--- src/rtl/ira_pkg.sv ---
// ----------------------------------------------------------------------------
// Integer reduction ALU package
// Item types, operation and status codes, and shared control types.
// ----------------------------------------------------------------------------
package ira_pkg;

    localparam int DATA_WIDTH_DEF  = 32;
    localparam int QUEUE_DEPTH_DEF = 4;

    // Raw operation codes as they arrive on the input channel.
    localparam logic [3:0] OPC_ADD  = 4'd0;
    localparam logic [3:0] OPC_SUB  = 4'd1;
    localparam logic [3:0] OPC_MUL  = 4'd2;
    localparam logic [3:0] OPC_DIV  = 4'd3;
    localparam logic [3:0] OPC_REM  = 4'd4;
    localparam logic [3:0] OPC_MIN  = 4'd5;
    localparam logic [3:0] OPC_MAX  = 4'd6;
    localparam logic [3:0] OPC_AND  = 4'd7;
    localparam logic [3:0] OPC_OR   = 4'd8;
    localparam logic [3:0] OPC_XOR  = 4'd9;
    localparam logic [3:0] OPC_EXPT = 4'd10;

    typedef enum logic [3:0] {
        OP_ADD, OP_SUB, OP_MUL, OP_DIV, OP_REM, OP_MIN,
        OP_MAX, OP_AND, OP_OR, OP_XOR, OP_BAD
    } t_op;

    typedef enum logic [1:0] {
        ST_OK      = 2'd0,
        ST_DIVZERO = 2'd1,
        ST_BADOP   = 2'd2
    } t_status;

    typedef enum logic {
        MODE_MUL,
        MODE_DIV
    } t_iter_mode;

    typedef enum logic [1:0] {
        BK_IDLE,
        BK_BUSY,
        BK_EMIT
    } t_back_state;

    typedef struct packed {
        logic [3:0]  op_code;
        logic [31:0] operand;
        logic        first_item;
        logic        last_item;
    } t_in_item;

    typedef struct packed {
        logic [31:0] result_value;
        logic [1:0]  status;
    } t_out_item;

    // Classified command passed from the front end to the execution side.
    typedef struct packed {
        logic open_run;
        logic last;
        t_op  op;
    } t_cmd;

    function automatic t_op op_decode(input logic [3:0] code);
        t_op op;
        case (code)
            OPC_ADD: op = OP_ADD;
            OPC_SUB: op = OP_SUB;
            OPC_MUL: op = OP_MUL;
            OPC_DIV: op = OP_DIV;
            OPC_REM: op = OP_REM;
            OPC_MIN: op = OP_MIN;
            OPC_MAX: op = OP_MAX;
            OPC_AND: op = OP_AND;
            OPC_OR:  op = OP_OR;
            OPC_XOR: op = OP_XOR;
            default: op = OP_BAD;
        endcase
        return op;
    endfunction

endpackage

--- src/rtl/ira_queue.sv ---
// ----------------------------------------------------------------------------
// Integer reduction ALU command queue
// Small register-based FIFO between the front end and the execution side.
// ----------------------------------------------------------------------------
module ira_queue #(
    parameter int WIDTH = 8,
    parameter int DEPTH = ira_pkg::QUEUE_DEPTH_DEF
) (
    input  logic             i_clk,
    input  logic             i_rst_n,
    input  logic             i_push,
    input  logic [WIDTH-1:0] i_wr_data,
    output logic             o_full,
    input  logic             i_pop,
    output logic             o_empty,
    output logic [WIDTH-1:0] o_rd_data
);

    localparam int PTR_W = (DEPTH > 1) ? $clog2(DEPTH) : 1;
    localparam int CNT_W = $clog2(DEPTH + 1);

    logic [WIDTH-1:0] r_mem [DEPTH];
    logic [PTR_W-1:0] r_wr_ptr, n_wr_ptr;
    logic [PTR_W-1:0] r_rd_ptr, n_rd_ptr;
    logic [CNT_W-1:0] r_count, n_count;
    logic             do_push, do_pop;

    assign o_full    = (r_count == CNT_W'(DEPTH));
    assign o_empty   = (r_count == '0);
    assign o_rd_data = r_mem[r_rd_ptr];
    assign do_push   = i_push && !o_full;
    assign do_pop    = i_pop && !o_empty;

    always_comb begin
        n_wr_ptr = r_wr_ptr;
        n_rd_ptr = r_rd_ptr;
        n_count  = r_count;
        if (do_push) begin
            n_wr_ptr = (r_wr_ptr == PTR_W'(DEPTH - 1)) ? '0 : r_wr_ptr + PTR_W'(1);
        end
        if (do_pop) begin
            n_rd_ptr = (r_rd_ptr == PTR_W'(DEPTH - 1)) ? '0 : r_rd_ptr + PTR_W'(1);
        end
        if (do_push && !do_pop) begin
            n_count = r_count + CNT_W'(1);
        end else if (do_pop && !do_push) begin
            n_count = r_count - CNT_W'(1);
        end
    end

    always_ff @(posedge i_clk) begin
        if (!i_rst_n) begin
            r_wr_ptr <= '0;
            r_rd_ptr <= '0;
            r_count  <= '0;
        end else begin
            r_wr_ptr <= n_wr_ptr;
            r_rd_ptr <= n_rd_ptr;
            r_count  <= n_count;
        end
    end

    always_ff @(posedge i_clk) begin
        if (do_push) begin
            r_mem[r_wr_ptr] <= i_wr_data;
        end
    end

endmodule

--- src/rtl/ira_iter.sv ---
// ----------------------------------------------------------------------------
// Integer reduction ALU iterative unit
// Radix-2 shift-add multiplier and restoring divider, one bit per cycle.
// ----------------------------------------------------------------------------
module ira_iter #(
    parameter int DATA_WIDTH = ira_pkg::DATA_WIDTH_DEF
) (
    input  logic                    i_clk,
    input  logic                    i_rst_n,
    input  logic                    i_start,
    input  ira_pkg::t_iter_mode     i_mode,
    input  logic [DATA_WIDTH-1:0]   i_a,
    input  logic [DATA_WIDTH-1:0]   i_b,
    output logic                    o_done,
    output logic [DATA_WIDTH-1:0]   o_low,
    output logic [DATA_WIDTH-1:0]   o_quotient
);

    localparam int W     = DATA_WIDTH;
    localparam int CNT_W = $clog2(W);

    logic                r_busy, r_done;
    logic [CNT_W-1:0]    r_cnt;
    ira_pkg::t_iter_mode r_mode;
    // Multiply: r_x multiplier, r_y product, r_z shifted multiplicand.
    // Divide:   r_x dividend turning into quotient, r_y remainder, r_z divisor.
    logic [W-1:0]        r_x, r_y, r_z;
    logic [W:0]          rem_sh, diff;

    assign rem_sh     = {r_y, r_x[W-1]};
    assign diff       = rem_sh - {1'b0, r_z};
    assign o_done     = r_done;
    assign o_low      = r_y;
    assign o_quotient = r_x;

    always_ff @(posedge i_clk) begin
        if (!i_rst_n) begin
            r_busy <= 1'b0;
            r_done <= 1'b0;
            r_cnt  <= '0;
        end else begin
            r_done <= 1'b0;
            if (i_start) begin
                r_busy <= 1'b1;
                r_cnt  <= CNT_W'(W - 1);
            end else if (r_busy) begin
                r_cnt <= r_cnt - CNT_W'(1);
                if (r_cnt == '0) begin
                    r_busy <= 1'b0;
                    r_done <= 1'b1;
                end
            end
        end
    end

    always_ff @(posedge i_clk) begin
        if (i_start) begin
            r_mode <= i_mode;
            r_y    <= '0;
            if (i_mode == ira_pkg::MODE_MUL) begin
                r_x <= i_b;
                r_z <= i_a;
            end else begin
                r_x <= i_a;
                r_z <= i_b;
            end
        end else if (r_busy) begin
            if (r_mode == ira_pkg::MODE_MUL) begin
                r_y <= r_y + (r_x[0] ? r_z : '0);
                r_x <= r_x >> 1;
                r_z <= r_z << 1;
            end else begin
                r_y <= diff[W] ? rem_sh[W-1:0] : diff[W-1:0];
                r_x <= {r_x[W-2:0], ~diff[W]};
            end
        end
    end

endmodule

--- src/rtl/ira_front.sv ---
// ----------------------------------------------------------------------------
// Integer reduction ALU front end
// Accepts items, tracks open runs and classifies each item into a command.
// ----------------------------------------------------------------------------
module ira_front #(
    parameter int DATA_WIDTH = ira_pkg::DATA_WIDTH_DEF
) (
    input  logic                  i_clk,
    input  logic                  i_rst_n,
    input  logic                  i_in_valid,
    output logic                  o_in_ready,
    input  ira_pkg::t_in_item     i_in_item,
    input  logic                  i_full,
    output logic                  o_push,
    output ira_pkg::t_cmd         o_push_cmd,
    output logic [DATA_WIDTH-1:0] o_push_operand
);

    logic         r_run_open, n_run_open;
    ira_pkg::t_op r_op, n_op;
    logic         accept;

    assign o_in_ready = !i_full;
    assign accept     = i_in_valid && o_in_ready;

    // Operands are sign-extended or truncated to the datapath width.
    generate
        if (DATA_WIDTH > 32) begin : g_ext
            assign o_push_operand = {{(DATA_WIDTH - 32){i_in_item.operand[31]}},
                                     i_in_item.operand};
        end else if (DATA_WIDTH == 32) begin : g_same
            assign o_push_operand = i_in_item.operand;
        end else begin : g_trunc
            assign o_push_operand = i_in_item.operand[DATA_WIDTH-1:0];
        end
    endgenerate

    always_comb begin
        n_run_open          = r_run_open;
        n_op                = r_op;
        o_push              = 1'b0;
        o_push_cmd.open_run = i_in_item.first_item;
        o_push_cmd.last     = i_in_item.last_item;
        o_push_cmd.op       = r_op;
        if (i_in_item.first_item) begin
            o_push_cmd.op = ira_pkg::op_decode(i_in_item.op_code);
        end
        if (accept) begin
            if (i_in_item.first_item) begin
                o_push     = 1'b1;
                n_op       = o_push_cmd.op;
                n_run_open = !i_in_item.last_item;
            end else if (r_run_open) begin
                o_push     = 1'b1;
                n_run_open = !i_in_item.last_item;
            end
        end
    end

    always_ff @(posedge i_clk) begin
        if (!i_rst_n) begin
            r_run_open <= 1'b0;
            r_op       <= ira_pkg::OP_ADD;
        end else begin
            r_run_open <= n_run_open;
            r_op       <= n_op;
        end
    end

endmodule

--- src/rtl/ira_back.sv ---
// ----------------------------------------------------------------------------
// Integer reduction ALU execution side
// Folds queued commands into the accumulator and registers the results.
// ----------------------------------------------------------------------------
module ira_back #(
    parameter int DATA_WIDTH = ira_pkg::DATA_WIDTH_DEF
) (
    input  logic                  i_clk,
    input  logic                  i_rst_n,
    input  logic                  i_empty,
    input  ira_pkg::t_cmd         i_head_cmd,
    input  logic [DATA_WIDTH-1:0] i_head_operand,
    output logic                  o_pop,
    output logic                  o_out_valid,
    input  logic                  i_out_ready,
    output ira_pkg::t_out_item    o_out_item
);

    localparam int W = DATA_WIDTH;

    ira_pkg::t_back_state r_state, n_state;
    logic [W-1:0]         r_acc, n_acc;
    ira_pkg::t_status     r_err, n_err;
    logic                 r_last, n_last;
    ira_pkg::t_op         r_op, n_op;
    logic                 r_neg_q, n_neg_q;
    logic                 r_neg_r, n_neg_r;
    logic                 r_out_valid, n_out_valid;
    ira_pkg::t_out_item   r_out_item, n_out_item;

    logic                 it_start, it_done;
    ira_pkg::t_iter_mode  it_mode;
    logic [W-1:0]         it_a, it_b, it_low, it_quo;
    logic [W-1:0]         opnd, mag_a, mag_b;
    logic [31:0]          acc_ext;
    logic                 out_free;

    assign opnd     = i_head_operand;
    assign mag_a    = r_acc[W-1] ? (W'(0) - r_acc) : r_acc;
    assign mag_b    = opnd[W-1] ? (W'(0) - opnd) : opnd;
    assign out_free = !r_out_valid || i_out_ready;

    generate
        if (W >= 32) begin : g_out_trunc
            assign acc_ext = r_acc[31:0];
        end else begin : g_out_ext
            assign acc_ext = {{(32 - W){r_acc[W-1]}}, r_acc};
        end
    endgenerate

    ira_iter #(
        .DATA_WIDTH(W)
    ) u_iter (
        .i_clk      (i_clk),
        .i_rst_n    (i_rst_n),
        .i_start    (it_start),
        .i_mode     (it_mode),
        .i_a        (it_a),
        .i_b        (it_b),
        .o_done     (it_done),
        .o_low      (it_low),
        .o_quotient (it_quo)
    );

    always_comb begin
        n_state     = r_state;
        n_acc       = r_acc;
        n_err       = r_err;
        n_last      = r_last;
        n_op        = r_op;
        n_neg_q     = r_neg_q;
        n_neg_r     = r_neg_r;
        n_out_valid = r_out_valid;
        n_out_item  = r_out_item;
        o_pop       = 1'b0;
        it_start    = 1'b0;
        it_mode     = ira_pkg::MODE_MUL;
        it_a        = r_acc;
        it_b        = opnd;

        if (r_out_valid && i_out_ready) begin
            n_out_valid = 1'b0;
        end

        case (r_state)
            ira_pkg::BK_IDLE: begin
                if (!i_empty) begin
                    o_pop  = 1'b1;
                    n_last = i_head_cmd.last;
                    n_op   = i_head_cmd.op;
                    if (i_head_cmd.open_run) begin
                        n_acc = opnd;
                        n_err = ira_pkg::ST_OK;
                        if (i_head_cmd.last) begin
                            if (i_head_cmd.op == ira_pkg::OP_SUB) begin
                                n_acc = W'(0) - opnd;
                            end else if (i_head_cmd.op == ira_pkg::OP_DIV) begin
                                // A lone divide gives the integer reciprocal.
                                if (opnd == '0) begin
                                    n_err = ira_pkg::ST_DIVZERO;
                                end else if (opnd != W'(1) && opnd != '1) begin
                                    n_acc = '0;
                                end
                            end
                        end
                    end else if (r_err == ira_pkg::ST_OK) begin
                        case (i_head_cmd.op)
                            ira_pkg::OP_ADD: n_acc = r_acc + opnd;
                            ira_pkg::OP_SUB: n_acc = r_acc - opnd;
                            ira_pkg::OP_AND: n_acc = r_acc & opnd;
                            ira_pkg::OP_OR:  n_acc = r_acc | opnd;
                            ira_pkg::OP_XOR: n_acc = r_acc ^ opnd;
                            ira_pkg::OP_MIN: begin
                                if ($signed(opnd) < $signed(r_acc)) begin
                                    n_acc = opnd;
                                end
                            end
                            ira_pkg::OP_MAX: begin
                                if ($signed(r_acc) < $signed(opnd)) begin
                                    n_acc = opnd;
                                end
                            end
                            ira_pkg::OP_MUL: begin
                                it_start = 1'b1;
                            end
                            ira_pkg::OP_DIV, ira_pkg::OP_REM: begin
                                if (opnd == '0) begin
                                    n_err = ira_pkg::ST_DIVZERO;
                                end else begin
                                    it_start = 1'b1;
                                    it_mode  = ira_pkg::MODE_DIV;
                                    it_a     = mag_a;
                                    it_b     = mag_b;
                                    n_neg_q  = r_acc[W-1] ^ opnd[W-1];
                                    n_neg_r  = r_acc[W-1];
                                end
                            end
                            default: n_err = ira_pkg::ST_BADOP;
                        endcase
                    end
                    if (it_start) begin
                        n_state = ira_pkg::BK_BUSY;
                    end else if (i_head_cmd.last) begin
                        n_state = ira_pkg::BK_EMIT;
                    end
                end
            end
            ira_pkg::BK_BUSY: begin
                if (it_done) begin
                    case (r_op)
                        ira_pkg::OP_DIV: n_acc = r_neg_q ? (W'(0) - it_quo) : it_quo;
                        ira_pkg::OP_REM: n_acc = r_neg_r ? (W'(0) - it_low) : it_low;
                        default:         n_acc = it_low;
                    endcase
                    n_state = r_last ? ira_pkg::BK_EMIT : ira_pkg::BK_IDLE;
                end
            end
            ira_pkg::BK_EMIT: begin
                if (out_free) begin
                    n_out_valid             = 1'b1;
                    n_out_item.status       = r_err;
                    n_out_item.result_value = (r_err == ira_pkg::ST_OK) ? acc_ext : '0;
                    n_state                 = ira_pkg::BK_IDLE;
                end
            end
            default: n_state = ira_pkg::BK_IDLE;
        endcase
    end

    always_ff @(posedge i_clk) begin
        if (!i_rst_n) begin
            r_state     <= ira_pkg::BK_IDLE;
            r_acc       <= '0;
            r_err       <= ira_pkg::ST_OK;
            r_out_valid <= 1'b0;
        end else begin
            r_state     <= n_state;
            r_acc       <= n_acc;
            r_err       <= n_err;
            r_out_valid <= n_out_valid;
        end
    end

    always_ff @(posedge i_clk) begin
        r_last     <= n_last;
        r_op       <= n_op;
        r_neg_q    <= n_neg_q;
        r_neg_r    <= n_neg_r;
        r_out_item <= n_out_item;
    end

    assign o_out_valid = r_out_valid;
    assign o_out_item  = r_out_item;

endmodule

--- src/rtl/integer_reduction_alu_top.sv ---
// ----------------------------------------------------------------------------
// Integer reduction ALU
// Folds runs of signed operands under one latched operation.
// ----------------------------------------------------------------------------
// Usage: items enter on the valid/ready input channel; each item carries an
// op code, an operand and first/last marks. A first item opens a run and
// latches the operation; the item marked last closes it and produces one
// result item on the valid/ready output channel. Items that arrive with no
// run open are dropped without a result.
// The front end accepts an item in every cycle while the command queue has
// room, so the sender sees stalls only when the queue fills. The execution
// side takes one command a cycle for add, subtract, min, max and the logic
// operations; multiply, divide and remainder folds run on a bit-serial unit,
// which takes no further command until it is done. A closing item then
// passes through an emit state that loads the output register.
// When the receiver stalls, the result waits in the output register while
// the queue keeps filling; execution waits only when a second result is due.
// A synchronous active-low reset empties the queue, closes any run, clears
// the accumulator and error code, and drops a pending result.
// ----------------------------------------------------------------------------
module integer_reduction_alu_top #(
    parameter int DATA_WIDTH  = ira_pkg::DATA_WIDTH_DEF,
    parameter int QUEUE_DEPTH = ira_pkg::QUEUE_DEPTH_DEF
) (
    input  logic               i_clk,
    input  logic               i_rst_n,
    input  logic               i_in_valid,
    output logic               o_in_ready,
    input  ira_pkg::t_in_item  i_in_item,
    output logic               o_out_valid,
    input  logic               i_out_ready,
    output ira_pkg::t_out_item o_out_item
);

    localparam int CMD_W = $bits(ira_pkg::t_cmd);
    localparam int Q_W   = CMD_W + DATA_WIDTH;

    logic                  push, pop, full, empty;
    ira_pkg::t_cmd         push_cmd, head_cmd;
    logic [DATA_WIDTH-1:0] push_operand, head_operand;
    logic [Q_W-1:0]        q_wr_data, q_rd_data;

    // The front end classifies items and drops those outside a run.
    ira_front #(
        .DATA_WIDTH(DATA_WIDTH)
    ) u_front (
        .i_clk          (i_clk),
        .i_rst_n        (i_rst_n),
        .i_in_valid     (i_in_valid),
        .o_in_ready     (o_in_ready),
        .i_in_item      (i_in_item),
        .i_full         (full),
        .o_push         (push),
        .o_push_cmd     (push_cmd),
        .o_push_operand (push_operand)
    );

    // Each queue entry holds the command fields above the operand.
    assign q_wr_data    = {push_cmd, push_operand};
    assign head_cmd     = q_rd_data[DATA_WIDTH +: CMD_W];
    assign head_operand = q_rd_data[DATA_WIDTH-1:0];

    ira_queue #(
        .WIDTH (Q_W),
        .DEPTH (QUEUE_DEPTH)
    ) u_queue (
        .i_clk     (i_clk),
        .i_rst_n   (i_rst_n),
        .i_push    (push),
        .i_wr_data (q_wr_data),
        .o_full    (full),
        .i_pop     (pop),
        .o_empty   (empty),
        .o_rd_data (q_rd_data)
    );

    // The execution side owns the accumulator, the error code and the
    // output register.
    ira_back #(
        .DATA_WIDTH(DATA_WIDTH)
    ) u_back (
        .i_clk          (i_clk),
        .i_rst_n        (i_rst_n),
        .i_empty        (empty),
        .i_head_cmd     (head_cmd),
        .i_head_operand (head_operand),
        .o_pop          (pop),
        .o_out_valid    (o_out_valid),
        .i_out_ready    (i_out_ready),
        .o_out_item     (o_out_item)
    );

endmodule

--- config.mk ---
export PLATFORM = sky130hd
export DESIGN_NAME = integer_reduction_alu_top
export DESIGN_NICKNAME = d
export VERILOG_FILES = /design/src/rtl/ira_pkg.sv /design/src/rtl/ira_queue.sv /design/src/rtl/ira_iter.sv /design/src/rtl/ira_front.sv /design/src/rtl/ira_back.sv /design/src/rtl/integer_reduction_alu_top.sv
export SDC_FILE = /design/constraint.sdc
export NUM_CORES = 1
export LEC_CHECK = 0
export BUFFER_PORTS_ARGS = -buffer_cell sky130_fd_sc_hd__buf_2
export CAP_MARGIN = 20
export CORE_UTILIZATION = 55
export CTS_CLUSTER_DIAMETER = 60
export DETAILED_ROUTE_END_ITERATION = 6
export PLACE_DENSITY = 0.72
export SLEW_MARGIN = 40
export SYNTH_ARGS = -nofsm -noshare
export SYNTH_HDL_FRONTEND = slang
export SYNTH_SLANG_ARGS = --single-unit
--- constraint.sdc ---
create_clock -name i_clk -period 6 [get_ports i_clk]
set_clock_uncertainty 0.1 [all_clocks]
set_input_delay 0.9 -clock i_clk [delete_from_list [all_inputs] [get_ports i_clk]]
set_output_delay 0.9 -clock i_clk [all_outputs]
set_load 0.02 [all_outputs]
==> out/results.ini, run 1 <==
[timing]
grt_setup_unrepaired = no
slew_headroom_pct = 41.0
period_needed_ns = 5.44
worst_slew_pin_slew_ns = 0.885
setup_violations = 0
finalSetupTns_ns = 0
fmax_mhz = 184
final_max_slew_viol_count = 0
hold_violations = 0
fin_crit_sh_pct = 90.6

[job]
cap_violations = 0

[worst_setup_path]
r2r_slack_ns = 0.56
crit_fanout = 17
cp.required_ns = 6.33
worst_r2r_path_depth = 14
cp_data_arrival_time_ns = 5.77
cp-start-kind = flop
reg2reg_to = u_back.acc_ext[31]$_SDFFE_PN0P_
crit_type = reg2reg
end_kind = flop
endpoint = u_back.acc_ext[31]$_SDFFE_PN0P_

[min_path]
hp-class = reg2reg

[routing]
drt-total-wl_mm = 101
drc = 0
wl_per_cell_um = 26.2
dr.pass1.iters = 7
num_vias = 26100
ant_nets = 0
via_per_inst = 6.76
drtIter0Drc = 3212

[logic_synthesis]
synth_ff_type = edfxtp_1
yosys-top-cells-area = edfxtp_1 (28%), ha_1 (9.3%), dfxtp_1 (6.4%)
synthCells = 3149
synth_fp_nets = 3403
yosysTopAreaCell = edfxtp_1
ys_seq_area_share_pct = 34.2
ys_warn_count = 0
synth_cell_types = 99
synth_edf_count = 258
syn_avg_cell_area_sq_um = 8.87
synth_async_sr_flop_share_pct = 0
ys_seq_elements = 348
synth_top_cell_area_share_pct = 27.7
synth.cell_area_sq_mm = 0.0279

[cts]
cts_sinks = 348
hold_buffers = 0
clk_pin_slew_worst_paths_ns = 0.06
root_buffer = clkbuf_16
cts_tree = done
cts_resized = 0
clockBufferDepth = 3
clk_latency_ns = 0.58
htreeDepth = 2
post_cts_buffers = 0
cts_buffers = 44

[grt]
grt_usage_pct = 38.7
antenna_found_initial = 3
grt_pass1_wl_mm = 150
overflow = 0
grt_max_degree = 96
grt_pass1_vias = 24400

[cells_and_area]
fin_nets = 3400
area_delta_synth_final_pct = 8.87
drive_gt1_share_pct = 10.3
mostFrequentLayoutCell = nand2_1
final_cell_mix = nand2_1 (281), nor2_1 (271), edfxtp_1 (258)
fillers = 4305
final_cells = 3853

[floorplanning]
die_h_um = 227
initial_core_util_pct = 55.7
ios = 78
fp.dieW_um = 227
core_sq_mm = 0.0502
rows = 82
die_area_sq_mm = 0.0517

[placement]
globalplace.congestion = 1.03
hpwl_mm = 75.0
portBuffers = 77
dpl.cell_count = 3771

[status]
status = finished, final reports clean

[power_and_ir_drop]
p_per_area_mw_per_mm2 = 569
p_leak_nw = 11.3
ir_worst_vdd_v = 0.000324

-- Yosys cell counts, types with 12 or more instances --
master / n
nand2_1: 281
nor2_1: 273
edfxtp_1: 258
a21oi_1: 252
o21ai_0: 233
ha_1: 207
inv_1: 173
xnor2_1: 157
clkbuf_1: 129
dfxtp_1: 90
o211ai_1: 83
nor3_1: 61
mux2i_1: 58
nand3_1: 57
o31ai_1: 51
a211oi_1: 37
buf_2: 36
mux4_2: 36
a221oi_1: 35
nand4_1: 33
xor2_1: 33
a31oi_1: 32
a21o_1: 31
nor2b_1: 27
or3_1: 25
nor4_1: 24
nand2b_1: 21
and3_1: 20
o22ai_1: 20
or4_1: 20
a32o_1: 18
o21a_1: 18
o21bai_1: 18
and2_1: 17
o221ai_1: 15
a211o_1: 14
o21ai_1: 14
o41ai_1: 14
a311oi_1: 12
mux2_2: 12
-- area by class of cell --
type	instances	area [sq um]	share of cell area [%]
Timing Repair Buffer	145	923	3.04
Sequential cell	348	9550	31.4
Tap cell	672	841	2.76
Multi-Input combinational cell	2429	16900	55.7
Antenna cell	1	2.50	0.00823
Inverter	178	668	2.20
Clock inverter	31	352	1.16
Clock buffer	49	1150	3.78
-- cells by family after synthesis --
group           share of synthesized area (%)
compound gates                           23.9
simple gates                             15.3
buf+inv                                  5.59
flops                                    34.2
fa+ha+maj                                9.63
xor+xnor                                 5.96
mux                                      5.46
-- registers in the layout, summed over array words and instances, names as in the netlist, 2 cells and up, named ones only --
register                  cells
u_front.r_op                  4
u_queue.r_wr_ptr              2
u_back.u_iter.r_z            32
u_back.u_iter.o_quotient     32
u_back.r_err                  2
u_back.o_out_item            34
u_queue.r_count               3
u_back.u_iter.r_cnt           5
u_back.u_iter.o_low          32
u_queue.r_mem               152
u_back.r_op                   4
u_queue.r_rd_ptr              2
u_back.acc_ext               32
u_back.r_state                2
-- per-stage QoR --
stage | setup WS (ns) | area (sq um) | hold WS [ns] | util (%) | power (mW)
floorplan | 1.67 | 27900 | 0.339 | - | 10.9
global placement | 0.511 | 28800 | 0.357 | 57.5 | 14.0
detailed placement | 0.648 | 28900 | 0.368 | 57.6 | 14.1
CTS | 0.626 | 30400 | 0.377 | 60.6 | 16.9
global route | 0.333 | 30400 | 0.401 | 60.6 | 18.2
finish | 0.562 | 30400 | 0.384 | 60.6 | 17.3
-- critical path: stages (launching register included) --
cell	delay, ns
dfxtp_2	0.71
buf_4	0.29
mux4_2	0.74
inv_1	0.28
ha_1	0.27
o21a_1	0.22
nor2_1	0.06
nor3b_1	0.65
nor4_1	0.20
o31ai_1	0.56
a221oi_1	0.28
o31ai_1	0.41
mux2i_1	0.13
o311ai_1	0.25
o22ai_1	0.11
-- power breakdown --
group	total, mW	internal (mW)	leakage [nW]	switching [mW]
combinational	10.8	3.71	7.50	7.12
sequential	3.74	3.13	3.10	0.605
clock	2.73	1.62	0.723	1.11
-- worst min path at each step --
stage,from,end,slack [ns],cells past startpoint
after detailed placement,u_front.r_run_open$_SDFFE_PN0P_,u_front.r_run_open$_SDFFE_PN0P_,0.37,2
after global routing,u_front.r_run_open$_SDFFE_PN0P_,u_front.r_run_open$_SDFFE_PN0P_,0.40,2
final,u_front.r_run_open$_SDFFE_PN0P_,u_front.r_run_open$_SDFFE_PN0P_,0.38,2
after CTS,u_front.r_run_open$_SDFFE_PN0P_,u_front.r_run_open$_SDFFE_PN0P_,0.38,2
after floorplan,u_back.r_err[1]$_SDFFE_PN0P_,u_back.o_out_item[1]$_DFFE_PP_,0.34,0
after global placement,u_front.r_run_open$_SDFFE_PN0P_,u_front.r_run_open$_SDFFE_PN0P_,0.36,2
-- per-layer routing --
layer  global-route usage (%)  vias up  routed length [um]  share of wire, %
met5                        0        -                   0                 0
met4                     18.9        0                5360               5.3
met3                     7.27      280                9770               9.7
met2                     58.7     1553               43900                43
met1                     53.1    12500               42100                42
li1                         -    11800                   -                 -
(Power assumes the default switching activity.)
==> run 2, diff against run 1 <==
--- a/config.mk
+++ b/config.mk
@@ -13,2 +13,3 @@
 export PLACE_DENSITY = 0.72
+export REMOVE_ABC_BUFFERS = 1
 export SLEW_MARGIN = 40
==> constraint.sdc (replaced) <==
create_clock -name i_clk -period 6 [get_ports i_clk]
set_clock_uncertainty 0.1 [all_clocks]
set_input_delay 1.5 -clock i_clk [delete_from_list [all_inputs] [get_ports i_clk]]
set_output_delay 1.5 -clock i_clk [all_outputs]
set_load 0.02 [all_outputs]
==> run 2 against run 1 <==
The flow now finishes with violations (design-rule violations); utilization about the same; clock power decreased by 8.4%; fmax rose by 2.8%; wire length down 1.3%.
==> out/results.ini, run 2 (synthesis results as in run 1) <==
[status]
status = finished, violations left
violations = design-rule violations

[power_and_ir_drop]
p_per_area_mw_per_mm2 = 563
p_leak_nw = 11.3
ir_worst_vdd_v = 0.000414

[cts]
post_cts_buffers = 0
cts_buffers = 42
cts_resized = 0
clockBufferDepth = 3
root_buffer = clkbuf_16
htreeDepth = 2
hold_buffers = 0
clk_latency_ns = 0.61
cts_sinks = 348
clk_pin_slew_worst_paths_ns = 0.06
cts_tree = done

[worst_setup_path]
crit_type = reg2reg
crit_fanout = 14
cp-start-kind = flop
worst_r2r_path_depth = 15
cp_data_arrival_time_ns = 5.68
reg2reg_to = u_back.acc_ext[27]$_SDFFE_PN0P_
r2r_slack_ns = 0.71
cp.required_ns = 6.39
end_kind = flop

[timing]
hold_violations = 0
grt_setup_unrepaired = no
period_needed_ns = 5.29
fmax_mhz = 189
finalSetupTns_ns = 0
worst_slew_pin_slew_ns = 0.925
slew_headroom_pct = 38.1
final_max_slew_viol_count = 0
fin_crit_sh_pct = 88.2
setup_violations = 0
hold_ws_ns = 0.378

[routing]
dr.pass1.iters = 7
top_layer = met4
num_vias = 26300
via_per_inst = 6.80
drt-total-wl_mm = 99.8
met3_length_mm = 10.1
wl_met2_mm = 41.6
drtIter0Drc = 3226
drc = 11
wl_per_cell_um = 25.8
wl_met1_mm = 42.0
ant_nets = 0

[cells_and_area]
area_delta_synth_final_pct = 8.78
drive_gt1_share_pct = 10.4
num_antenna_cells = 0
fin_nets = 3411
final_cell_mix = nand2_1 (281), nor2_1 (271), edfxtp_1 (258)
top_register = u_queue.r_mem
mostFrequentLayoutCell = nand2_1
post-route-util_pct = 60.6
largest_register_ffs = 152

[floorplanning]
fp.dieW_um = 227
die_h_um = 227
core_sq_mm = 0.0502
die_area_sq_mm = 0.0517
ios = 78
initial_core_util_pct = 55.7
rows = 82

[placement]
portBuffers = 77
globalplace.congestion = 1.05
hpwl_mm = 74.2

[min_path]
hold_depth = 2
min_to = u_front.r_run_open$_SDFFE_PN0P_
hp-start = u_front.r_run_open$_SDFFE_PN0P_
hp-class = reg2reg

[grt]
overflow = 0
grt_usage_pct = 38.1
grt_pass1_wl_mm = 148
antenna_found_initial = 0
grt_pass1_vias = 24400
grt_max_degree = 96

[job]
cap_violations = 0

==> run 2: changes by cell type in the layout (fill, tap and decap cells not counted), sizes merged <==
cell      previous run  this run
inv                182       183
bufinv               5         2
clkinv              18        17
diode                1         0
buf                145       158
clkinvlp             4         2
clkbuf              49        51
==> run 2: layout make-up <==
class                      count  area (sq um)
clock inverter                26           245
inverter                     178           668
clock buffer                  51          1100
fill                        4247         19800
timing repair buffer         158          1050
sequential                   348          9550
tap                          672           841
multi-input combinational   2429         16900
==> run 2: how the worst max path moves through the flow <==
stage	from	to	slack, ns	cells after the start
global route	flop	u_back.acc_ext[27]$_SDFFE_PN0P_	0.41	15
CTS	flop	u_back.acc_ext[27]$_SDFFE_PN0P_	0.73	15
finish	flop	u_back.acc_ext[27]$_SDFFE_PN0P_	0.71	15
global placement	flop	u_back.acc_ext[18]$_SDFFE_PN0P_	0.72	14
floorplan	flop	u_back.u_iter.r_z[0]$_SDFFCE_PP0P_	-1.05	9
detailed placement	flop	u_back.acc_ext[27]$_SDFFE_PN0P_	0.74	15
==> run 2: through the flow <==
step                      area [sq um]  total power, mW  setup slack [ns]  instances
after global routing             30400             18.0             0.415       3862
after global placement           29000             14.0             0.721       3784
final                            30400             17.1             0.708       3862
after detailed placement         29000             14.1             0.743       3785
after floorplan                  27000             10.6             -1.05       2955
after CTS                        30400             16.7             0.726       3862
==> run 2: metal layers <==
layer	vias to the layer above	track usage, %
li1	11800	-
met5	-	0
met2	1621	56.7
met3	343	7.18
met1	12500	52.6
met4	0	20.1
==> run 2: power breakdown <==
group	leakage [nW]	total (mW)	switching [mW]	internal (mW)
clock	0.657	2.50	1.08	1.43
combinational	7.57	10.9	7.12	3.76
sequential	3.10	3.73	0.592	3.13
==> run 2: worst max-delay path: stages, from the launching register on <==
cell and delay [ns]:
dfxtp_2 0.62, buf_4 0.29, mux4_2 0.67, inv_1 0.30
ha_1 0.35, a211oi_1 0.32, o211ai_1 0.19, nor3b_1 0.23
nor4_1 0.53, o31ai_1 0.24, a221oi_1 0.29, buf_4 0.19
nand2_1 0.05, nor3b_1 0.16, o311a_1 0.29, a2111oi_1 0.35
